`src/rtl/efrc_pkg.sv`:
```
// Shared types and constants for the escaped frame receiver with checksum.
// No dependencies; imported by every module of the block.
`default_nettype none

package efrc_pkg;

	// Longest frame, in slots, before the frame is marked garbage
	localparam logic [8:0] MAX_FRAME = 9'd255;

	// Mark bit in a delay-line entry for the separator slot
	localparam logic [8:0] SEP_MARK = 9'h100;

	// Configuration register indexes
	localparam logic [1:0] REG_START     = 2'd0;
	localparam logic [1:0] REG_SEPARATOR = 2'd1;
	localparam logic [1:0] REG_END       = 2'd2;
	localparam logic [1:0] REG_ESCAPE    = 2'd3;

	// Reset values of the control codes
	localparam logic [7:0] RST_START     = 8'd1;
	localparam logic [7:0] RST_SEPARATOR = 8'd2;
	localparam logic [7:0] RST_END       = 8'd4;
	localparam logic [7:0] RST_ESCAPE    = 8'd27;

	typedef enum logic [2:0] {
		VERD_GOOD      = 3'd0,
		VERD_GARBAGE   = 3'd1,
		VERD_NO_HEADER = 3'd2,
		VERD_SHORT     = 3'd3,
		VERD_MISMATCH  = 3'd4
	} verdict_t;

	typedef enum logic {
		KIND_BYTE    = 1'b0,
		KIND_VERDICT = 1'b1
	} kind_t;

	typedef struct packed {
		logic [7:0] start_code;
		logic [7:0] separator_code;
		logic [7:0] end_code;
		logic [7:0] escape_code;
	} codes_t;

	typedef struct packed {
		kind_t      kind;
		logic [7:0] byte_value;
		logic [8:0] position;
		logic       in_body;
		verdict_t   verdict;
		logic [8:0] header_length;
		logic [8:0] body_length;
	} result_t;

endpackage

`default_nettype wire

```
`src/rtl/efrc_cfg_regs.sv`:
```
// Control code registers written through the plain configuration port.
// Depends on efrc_pkg for register indexes, reset values and codes_t.
`default_nettype none

module efrc_cfg_regs
	import efrc_pkg::*;
(
	input  wire logic       clk,
	input  wire logic       arst_n,
	input  wire logic       cfg_we,
	input  wire logic [1:0] cfg_index,
	input  wire logic [7:0] cfg_data,
	output codes_t          codes
);

	codes_t codes_q;

	always_ff @(posedge clk or negedge arst_n) begin
		if (!arst_n) begin
			codes_q.start_code     <= RST_START;
			codes_q.separator_code <= RST_SEPARATOR;
			codes_q.end_code       <= RST_END;
			codes_q.escape_code    <= RST_ESCAPE;
		end else if (cfg_we) begin
			unique case (cfg_index)
				REG_START:     codes_q.start_code     <= cfg_data;
				REG_SEPARATOR: codes_q.separator_code <= cfg_data;
				REG_END:       codes_q.end_code       <= cfg_data;
				REG_ESCAPE:    codes_q.escape_code    <= cfg_data;
				default:       codes_q.start_code     <= codes_q.start_code;
			endcase
		end
	end

	assign codes = codes_q;

endmodule

`default_nettype wire

```
`src/rtl/efrc_frame.sv`:
```
// Frame state, control code decode and lagging mod-256 sum and sum of sums for one byte.
// Depends on efrc_pkg for codes_t, result_t and the frame constants.
`default_nettype none

module efrc_frame
	import efrc_pkg::*;
(
	input  wire logic       clk,
	input  wire logic       arst_n,
	input  wire codes_t     codes,
	input  wire logic [7:0] rx_byte,
	input  wire logic       step,
	output result_t         res,
	output logic            res_valid
);

	logic [8:0] fill_q, sep_q, lag0_q, lag1_q;
	logic       garb_q, esc_q;
	logic [7:0] ss_q, sf_q;
	logic [1:0] lc_q;

	logic [8:0] fill_n, sep_n, lag0_n, lag1_n;
	logic       garb_n, esc_n;
	logic [7:0] ss_n, sf_n;
	logic [1:0] lc_n;

	logic       push;
	logic [8:0] entry;

	always_comb begin
		fill_n    = fill_q;
		sep_n     = sep_q;
		garb_n    = garb_q;
		esc_n     = esc_q;
		ss_n      = ss_q;
		sf_n      = sf_q;
		lag0_n    = lag0_q;
		lag1_n    = lag1_q;
		lc_n      = lc_q;
		res       = '0;
		res_valid = 1'b0;
		push      = 1'b0;
		entry     = '0;

		// Overlong frame: drop contents, keep garbage until the next start
		if (fill_q > MAX_FRAME) begin
			garb_n = 1'b1;
			fill_n = '0;
			ss_n   = '0;
			sf_n   = '0;
			lag0_n = '0;
			lag1_n = '0;
			lc_n   = '0;
		end

		priority if (!esc_q && rx_byte == codes.start_code) begin
			fill_n = '0;
			ss_n   = '0;
			sf_n   = '0;
			lag0_n = '0;
			lag1_n = '0;
			lc_n   = '0;
			sep_n  = '0;
			garb_n = 1'b0;
		end else if (!esc_q && rx_byte == codes.separator_code) begin
			if (sep_q != '0)
				garb_n = 1'b1;
			sep_n = fill_n;
			push  = 1'b1;
			entry = SEP_MARK;
		end else if (!esc_q && rx_byte == codes.end_code) begin
			res_valid         = 1'b1;
			res.kind          = KIND_VERDICT;
			res.header_length = sep_q;
			if (garb_n)
				res.verdict = VERD_GARBAGE;
			else if (sep_q == '0)
				res.verdict = VERD_NO_HEADER;
			else if ({1'b0, fill_n} < ({1'b0, sep_q} + 10'd3))
				res.verdict = VERD_SHORT;
			else if (lag1_n == {1'b0, ss_n} && lag0_n == {1'b0, sf_n})
				res.verdict = VERD_GOOD;
			else
				res.verdict = VERD_MISMATCH;
			if (res.verdict == VERD_GOOD)
				res.body_length = fill_n - sep_q - 9'd3;
		end else if (!esc_q && rx_byte == codes.escape_code) begin
			esc_n = 1'b1;
		end else begin
			esc_n          = 1'b0;
			res_valid      = 1'b1;
			res.kind       = KIND_BYTE;
			res.byte_value = rx_byte;
			res.position   = fill_n;
			res.in_body    = (sep_q != '0) && (fill_n > sep_q);
			push           = 1'b1;
			entry          = {1'b0, rx_byte};
		end

		// Two-slot delay line; the oldest slot enters the sums as it leaves, unless it is the separator
		if (push) begin
			if (lc_n[1]) begin
				if (!lag0_n[8]) begin
					ss_n = ss_n + lag0_n[7:0];
					sf_n = sf_n + ss_n;
				end
				lag0_n = lag1_n;
				lag1_n = entry;
			end else begin
				if (lc_n == 2'd0)
					lag0_n = entry;
				else
					lag1_n = entry;
				lc_n = lc_n + 2'd1;
			end
			fill_n = fill_n + 9'd1;
		end
	end

	always_ff @(posedge clk or negedge arst_n) begin
		if (!arst_n) begin
			fill_q <= '0;
			sep_q  <= '0;
			garb_q <= 1'b0;
			esc_q  <= 1'b0;
			ss_q   <= '0;
			sf_q   <= '0;
			lag0_q <= '0;
			lag1_q <= '0;
			lc_q   <= '0;
		end else if (step) begin
			fill_q <= fill_n;
			sep_q  <= sep_n;
			garb_q <= garb_n;
			esc_q  <= esc_n;
			ss_q   <= ss_n;
			sf_q   <= sf_n;
			lag0_q <= lag0_n;
			lag1_q <= lag1_n;
			lc_q   <= lc_n;
		end
	end

	a_lag_count: assert property (@(posedge clk) disable iff (!arst_n)
		lc_q != 2'd3)
		else $error("delay line count past two");

	a_fill_bound: assert property (@(posedge clk) disable iff (!arst_n)
		fill_q <= MAX_FRAME + 9'd1)
		else $error("fill count beyond one past the frame limit");

	a_sep_bound: assert property (@(posedge clk) disable iff (!arst_n)
		sep_q <= MAX_FRAME)
		else $error("separator slot beyond the frame limit");

endmodule

`default_nettype wire

```
`src/rtl/escaped_frame_receiver_checksum.sv`:
```
// A byte transferred on the slave side passes the input register and the frame
// logic into the result register, which drives m_tvalid on the master side.
// Throughput: one byte per cycle unless a result held on the master side stalls it.
// Reset (arst_n low, asynchronous): frame state cleared, control codes back to
// start 1, separator 2, end 4, escape 27; both pipeline registers empty.
// Depends on efrc_pkg, efrc_cfg_regs and efrc_frame.
`default_nettype none

module escaped_frame_receiver_checksum
	import efrc_pkg::*;
(
	input  wire logic        clk,
	input  wire logic        arst_n,
	// Configuration write port
	input  wire logic        cfg_we,
	input  wire logic [1:0]  cfg_index,
	input  wire logic [7:0]  cfg_data,
	// Received bytes
	input  wire logic        s_tvalid,
	output logic             s_tready,
	input  wire logic [7:0]  s_tdata,   // [7:0] rx_byte
	// Results
	output logic             m_tvalid,
	input  wire logic        m_tready,
	// [7:0] byte_value, [16:8] position, [17] in_body, [20:18] verdict,
	// [29:21] header_length, [38:30] body_length, [39] zero
	output logic [39:0]      m_tdata,
	output logic             m_tuser    // [0] kind
);

	codes_t     codes;
	result_t    res;
	logic       res_valid;

	// Input register
	logic       valid_s1;
	logic [7:0] byte_s1;

	// Result register
	logic       out_valid_q;
	result_t    out_res_q;

	logic       out_free;
	logic       advance;

	efrc_cfg_regs u_cfg (
		.clk       (clk),
		.arst_n    (arst_n),
		.cfg_we    (cfg_we),
		.cfg_index (cfg_index),
		.cfg_data  (cfg_data),
		.codes     (codes)
	);

	efrc_frame u_frame (
		.clk       (clk),
		.arst_n    (arst_n),
		.codes     (codes),
		.rx_byte   (byte_s1),
		.step      (advance),
		.res       (res),
		.res_valid (res_valid)
	);

	// The result register frees up when empty or when its transfer completes
	assign out_free = !out_valid_q || m_tready;

	// Move the held byte through the frame logic; bytes that give no result (start,
	// separator and escape codes) never wait on the master side
	assign advance  = valid_s1 && (!res_valid || out_free);

	// Take a new byte when the input register is empty or drains this cycle
	assign s_tready = !valid_s1 || advance;

	always_ff @(posedge clk or negedge arst_n) begin
		if (!arst_n) begin
			valid_s1 <= 1'b0;
		end else if (s_tready) begin
			valid_s1 <= s_tvalid;
		end
	end

	always_ff @(posedge clk) begin
		if (s_tready && s_tvalid)
			byte_s1 <= s_tdata;
	end

	always_ff @(posedge clk or negedge arst_n) begin
		if (!arst_n) begin
			out_valid_q <= 1'b0;
		end else if (advance && res_valid) begin
			out_valid_q <= 1'b1;
		end else if (m_tready) begin
			out_valid_q <= 1'b0;
		end
	end

	always_ff @(posedge clk) begin
		if (advance && res_valid)
			out_res_q <= res;
	end

	assign m_tvalid = out_valid_q;
	assign m_tuser  = out_res_q.kind;
	assign m_tdata  = {1'b0,
	                   out_res_q.body_length,
	                   out_res_q.header_length,
	                   out_res_q.verdict,
	                   out_res_q.in_body,
	                   out_res_q.position,
	                   out_res_q.byte_value};

	a_stall_cause: assert property (@(posedge clk) disable iff (!arst_n)
		!s_tready |-> (valid_s1 && out_valid_q && !m_tready))
		else $error("input stalled without a blocked result");

	a_verdict_clean: assert property (@(posedge clk) disable iff (!arst_n)
		(out_valid_q && out_res_q.kind == KIND_VERDICT) |->
		(out_res_q.byte_value == '0 && out_res_q.position == '0 && !out_res_q.in_body))
		else $error("verdict carries byte fields");

	a_body_good: assert property (@(posedge clk) disable iff (!arst_n)
		(out_valid_q && out_res_q.body_length != '0) |->
		(out_res_q.kind == KIND_VERDICT && out_res_q.verdict == VERD_GOOD))
		else $error("body length given without a good verdict");

endmodule

`default_nettype wire

```
`config.mk`:
```
export PLATFORM = sky130hd
export DESIGN_NAME = escaped_frame_receiver_checksum
export DESIGN_NICKNAME = d
export VERILOG_FILES = /design/src/rtl/efrc_pkg.sv /design/src/rtl/efrc_cfg_regs.sv /design/src/rtl/efrc_frame.sv /design/src/rtl/escaped_frame_receiver_checksum.sv
export SDC_FILE = /design/constraint.sdc
export NUM_CORES = 1
export LEC_CHECK = 0
export BUFFER_PORTS_ARGS = -buffer_cell sky130_fd_sc_hd__buf_2
export CAP_MARGIN = 5
export CORE_MARGIN = 8
export CORE_UTILIZATION = 50
export DETAILED_ROUTE_END_ITERATION = 6
export PLACE_DENSITY = 0.68
export SLEW_MARGIN = 20
export SYNTH_ARGS = -nofsm -noshare
export SYNTH_HDL_FRONTEND = slang
export SYNTH_HIERARCHICAL = 1
export SYNTH_SLANG_ARGS = --single-unit
```
`constraint.sdc`:
```
create_clock -name clk -period 6.5 [get_ports clk]
set_input_delay 0 -clock clk [delete_from_list [all_inputs] [get_ports clk]]
set_output_delay 0 -clock clk [all_outputs]
set_load 0.02 [all_outputs]
```
==> key figures <==
Finish
  – Layout cells sized above 1: 0.188
  – Nets: roughly 910
  – Number of inserted diodes: 0
  – Final core utilization: 0.587
  – Synth-to-Final Area Change: 15.4%

Setup path
  – Crit. End Element: flop
  – FF-to-FF path depth: 17
  – Crit path DAT: 5.24 ns
  – Max stage delay on crit path: between 0.5 and 0.6 ns
  – Crit Path Class: flop to flop
  – Critical-path cell list: xor2_1, nor4_2, a31oi_2, and2_1, ha_1, fa_1, a21o_1, a21oi_1, xnor2_1, ha_1, and3_1, a221oi_1, a21oi_1, xnor2_1, xnor2_1, and3_1, a211o_1
  – CP required: ~6.8 ns
  – CP startpoint kind: flop
  – CP max FO: 8
  – Most used cell, CP: xnor2_1
  – CP max-delay cell: nor4_2

Synthesis
  – Mean Syn Cell Area: 10.7 um2
  – Yosys warning count: 6
  – Post-synthesis sequential area ratio: 0.459
  – FFs w/ async S/R, synth: 0.652
  – Cell area after synthesis: between 8000 and 9000 um2
  – Number of synthesized flops with an enable pin: 48
  – Primary FF master, synth: dfrtp_1
  – Post-Synthesis Cells: 753
  – Yosys reg bits: about 140
  – Distinct cells, synth: 73

Pwr
  – Leak pwr: just over 4 nW
  – Worst VDD drop: around 0.34 mV
  – PwrDens: approximately 460 nW/um2

Floorplanning
  – Core Rows: 46
  – Top Ports: 66
  – Area of the core: between 15000 and 20000 um2
  – Chip width: ~140 um
  – Initial core utilization: 0.509
  – Die H: roughly 140 um
  – DIE AREA: a little over 20000 um2

STA
  – Clock Skew: approximately 0.0087 ns
  – Slew headroom: 0.314
  – Minimum clock period: 4.94 ns
  – Final Max Tran Viols: 0
  – Worst setup margin: around 1.6 ns
  – Hold Vio Cnt, Final: 0
  – F_max: around 200 MHz
  – RSZ-0062 raised after global routing: false
  – Worst Tran Pin Value: between 1 and 1.5 ns
  – TNS Setup: 0 ns
  – Endpoints failing setup: 0
  – Tcrit/Tclk final: 0.760

Clocking
  – Post-CTS Setup Inserts: 0
  – Hold_buf cts: 21
  – Clock Latency Late Sink: 0.42 ns
  – CTS clk-pin slew, worst paths: approximately 0.06 ns
  – CTS tree: yes
  – Post-CTS sizing: 0
  – H-tree Lvls: 4
  – Clock sinks: about 140
  – CTS Buf Count: 17
  – Root Driver: clkbuf_16
  – Max Buffers Root-to-Sink: 2

Hold path
  – Hold depth: 3
  – Hold/Removal Path Class: input pin to flop

Routing
  – Initial drt markers: 500
  – Pre-antenna DRT Iters: 5
  – Antenna Nets Post-Route: 0
  – Wirelength, routed: 19900 um
  – Drt wl/cell: approximately 19 um
  – Vias: 6084
  – Via-to-Cell Ratio: slightly below 6
  – Residual DRC count: 0

Place
  – DP Wirelength: roughly 14000 um
  – Input/output buffers: 64
  – Pre-CTS setup slack: around 1.6 ns
  – Placer congestion estimate: about 0.93

Global route
  – Gr ovfl total: 0
  – First-pass GRT wire length: about 33000 um
  – Initial antenna violation count: 0
  – Largest net degree at the start of global routing: 84
  – Vias in the first global route: 6175
  – Gr usage total: 0.203

Job
  – MaxCap Viol Count: 0

Status
  – Status: finished, final reports clean
-- routing by layer --
layer  wire length, um  GRT usage  up-vias  part of all wire
met5                 0          0        -                 0
met4               672     0.0996        0             0.034
met3              1080     0.0404       54             0.054
met2              9830      0.341      219              0.49
met1              8310      0.245     2965              0.42
li1                  -          -     2846                 -
-- worst max-delay path, delay by kind of cell, from the launching register on --
kind                     cells  cell delay, ns
AO/OA/AOI/OAI                6            1.43
AND/OR/NAND/NOR              4            1.18
adder cells (fa/ha/maj)      3            0.95
XOR/XNOR                     4            0.71
flip-flops                   1            0.53
-- area by class of cell --
type | instances | area [um2]
fillers | 1307 | 6530
multi-input cells | 538 | 4050
flip-flops and latches | 138 | 3700
clock inverters | 13 | 109
well taps | 216 | 270
clock buffers | 19 | 447
inverters | 44 | 165
repair buffers | 88 | 559
-- per-stage QoR --
step                total power, mW  hold slack, ns  cell area [um2]  cells
finish                         4.26          0.0782             9300   1056
global placement               3.28          -0.174             8530   1003
detailed placement             3.34          -0.170             8530   1003
global route                   4.56          0.0858             9300   1056
CTS                            4.28          0.0611             9290   1056
floorplan                      2.88          -0.296             8070    755
-- worst paths after layout --
kind / end / slack (ns) / start
min in group asynchronous: u_frame/sf_q[5]$_DFFE_PN0P_ / 0.28 / arst_n
hold / removal: u_cfg/codes[30]$_DFFE_PN0P_ / 0.08 / cfg_index[0]
hold reg to reg: u_frame/lc_q[0]$_DFFE_PN0P_ / 0.48 / u_frame/lc_q[0]$_DFFE_PN0P_
setup reg to reg: u_frame/sf_q[7]$_DFFE_PN0P_ / 1.56 / byte_s1[6]$_DFFE_PP_
setup / recovery: u_frame/sf_q[7]$_DFFE_PN0P_ / 1.56 / byte_s1[6]$_DFFE_PP_
max in group asynchronous: u_frame/sep_q[7]$_DFFE_PN0P_ / 5.66 / arst_n
-- cells by family (layout without fill, tap and decap cells) --
family / count (synthesis) / in the layout / share of synthesized area
adders and majority gates: 55 / 55 / 0.0882
buffers and inverters: 79 / 164 / 0.0418
muxes: 35 / 35 / 0.0488
other: 2 / 4 / 0.000932
and+or+nand+nor: 212 / 212 / 0.142
xor gates and xnor gates: 75 / 75 / 0.0815
AOI/OAI and AO/OA: 157 / 157 / 0.138
DFF: 138 / 138 / 0.459
-- cell usage after synthesis, types with 19 or more instances --
library cell	number	area share
a22o_1	24	0.026
nor3_1	19	0.012
dfrtp_1	83	0.26
nor2_1	42	0.020
xnor2_1	48	0.052
nand2_1	54	0.025
ha_1	52	0.081
o21ai_0	20	0.012
and2_1	29	0.023
a21oi_1	42	0.026
inv_1	44	0.020
xor2_1	27	0.029
mux2_2	34	0.048
edfxtp_1	48	0.18
-- state kept, by name, indices dropped and copies added (netlist names) --
name	count
m_tdata	39
u_cfg/codes	32
u_frame/fill_q	9
u_frame/lag0_q	9
u_frame/lag1_q	9
u_frame/sep_q	9
byte_s1	8
u_frame/sf_q	8
u_frame/ss_q	8
u_frame/lc_q	2
m_tuser	1
m_tvalid	1
u_frame/esc_q	1
u_frame/garb_q	1
valid_s1	1
-- where the power goes --
group / switching [mW] / internal (mW) / total [mW]
clock: 0.394 / 0.512 / 0.906
combinational: 1.06 / 0.918 / 1.98
sequential: 0.242 / 1.14 / 1.38
-- placed cells by master, fill, tap and decap left out, drive strengths merged, types with 5 or more instances in the layout --
cell,count
a21o,11
a21oi,42
a22o,24
a31oi,5
and2,29
and3,10
buf,67
clkbuf,19
clkinv,5
dfrtp,83
dfstp,7
dlygate4sd3,21
edfxtp,48
ha,52
inv,51
mux2,34
nand2,55
nand3,12
nand4,12
nor2,43
nor2b,7
nor3,20
nor4,8
o21a,5
o21ai,22
o21bai,7
o22ai,5
xnor2,48
xor2,27
Note: power is estimated with default switching activity, not from simulation.
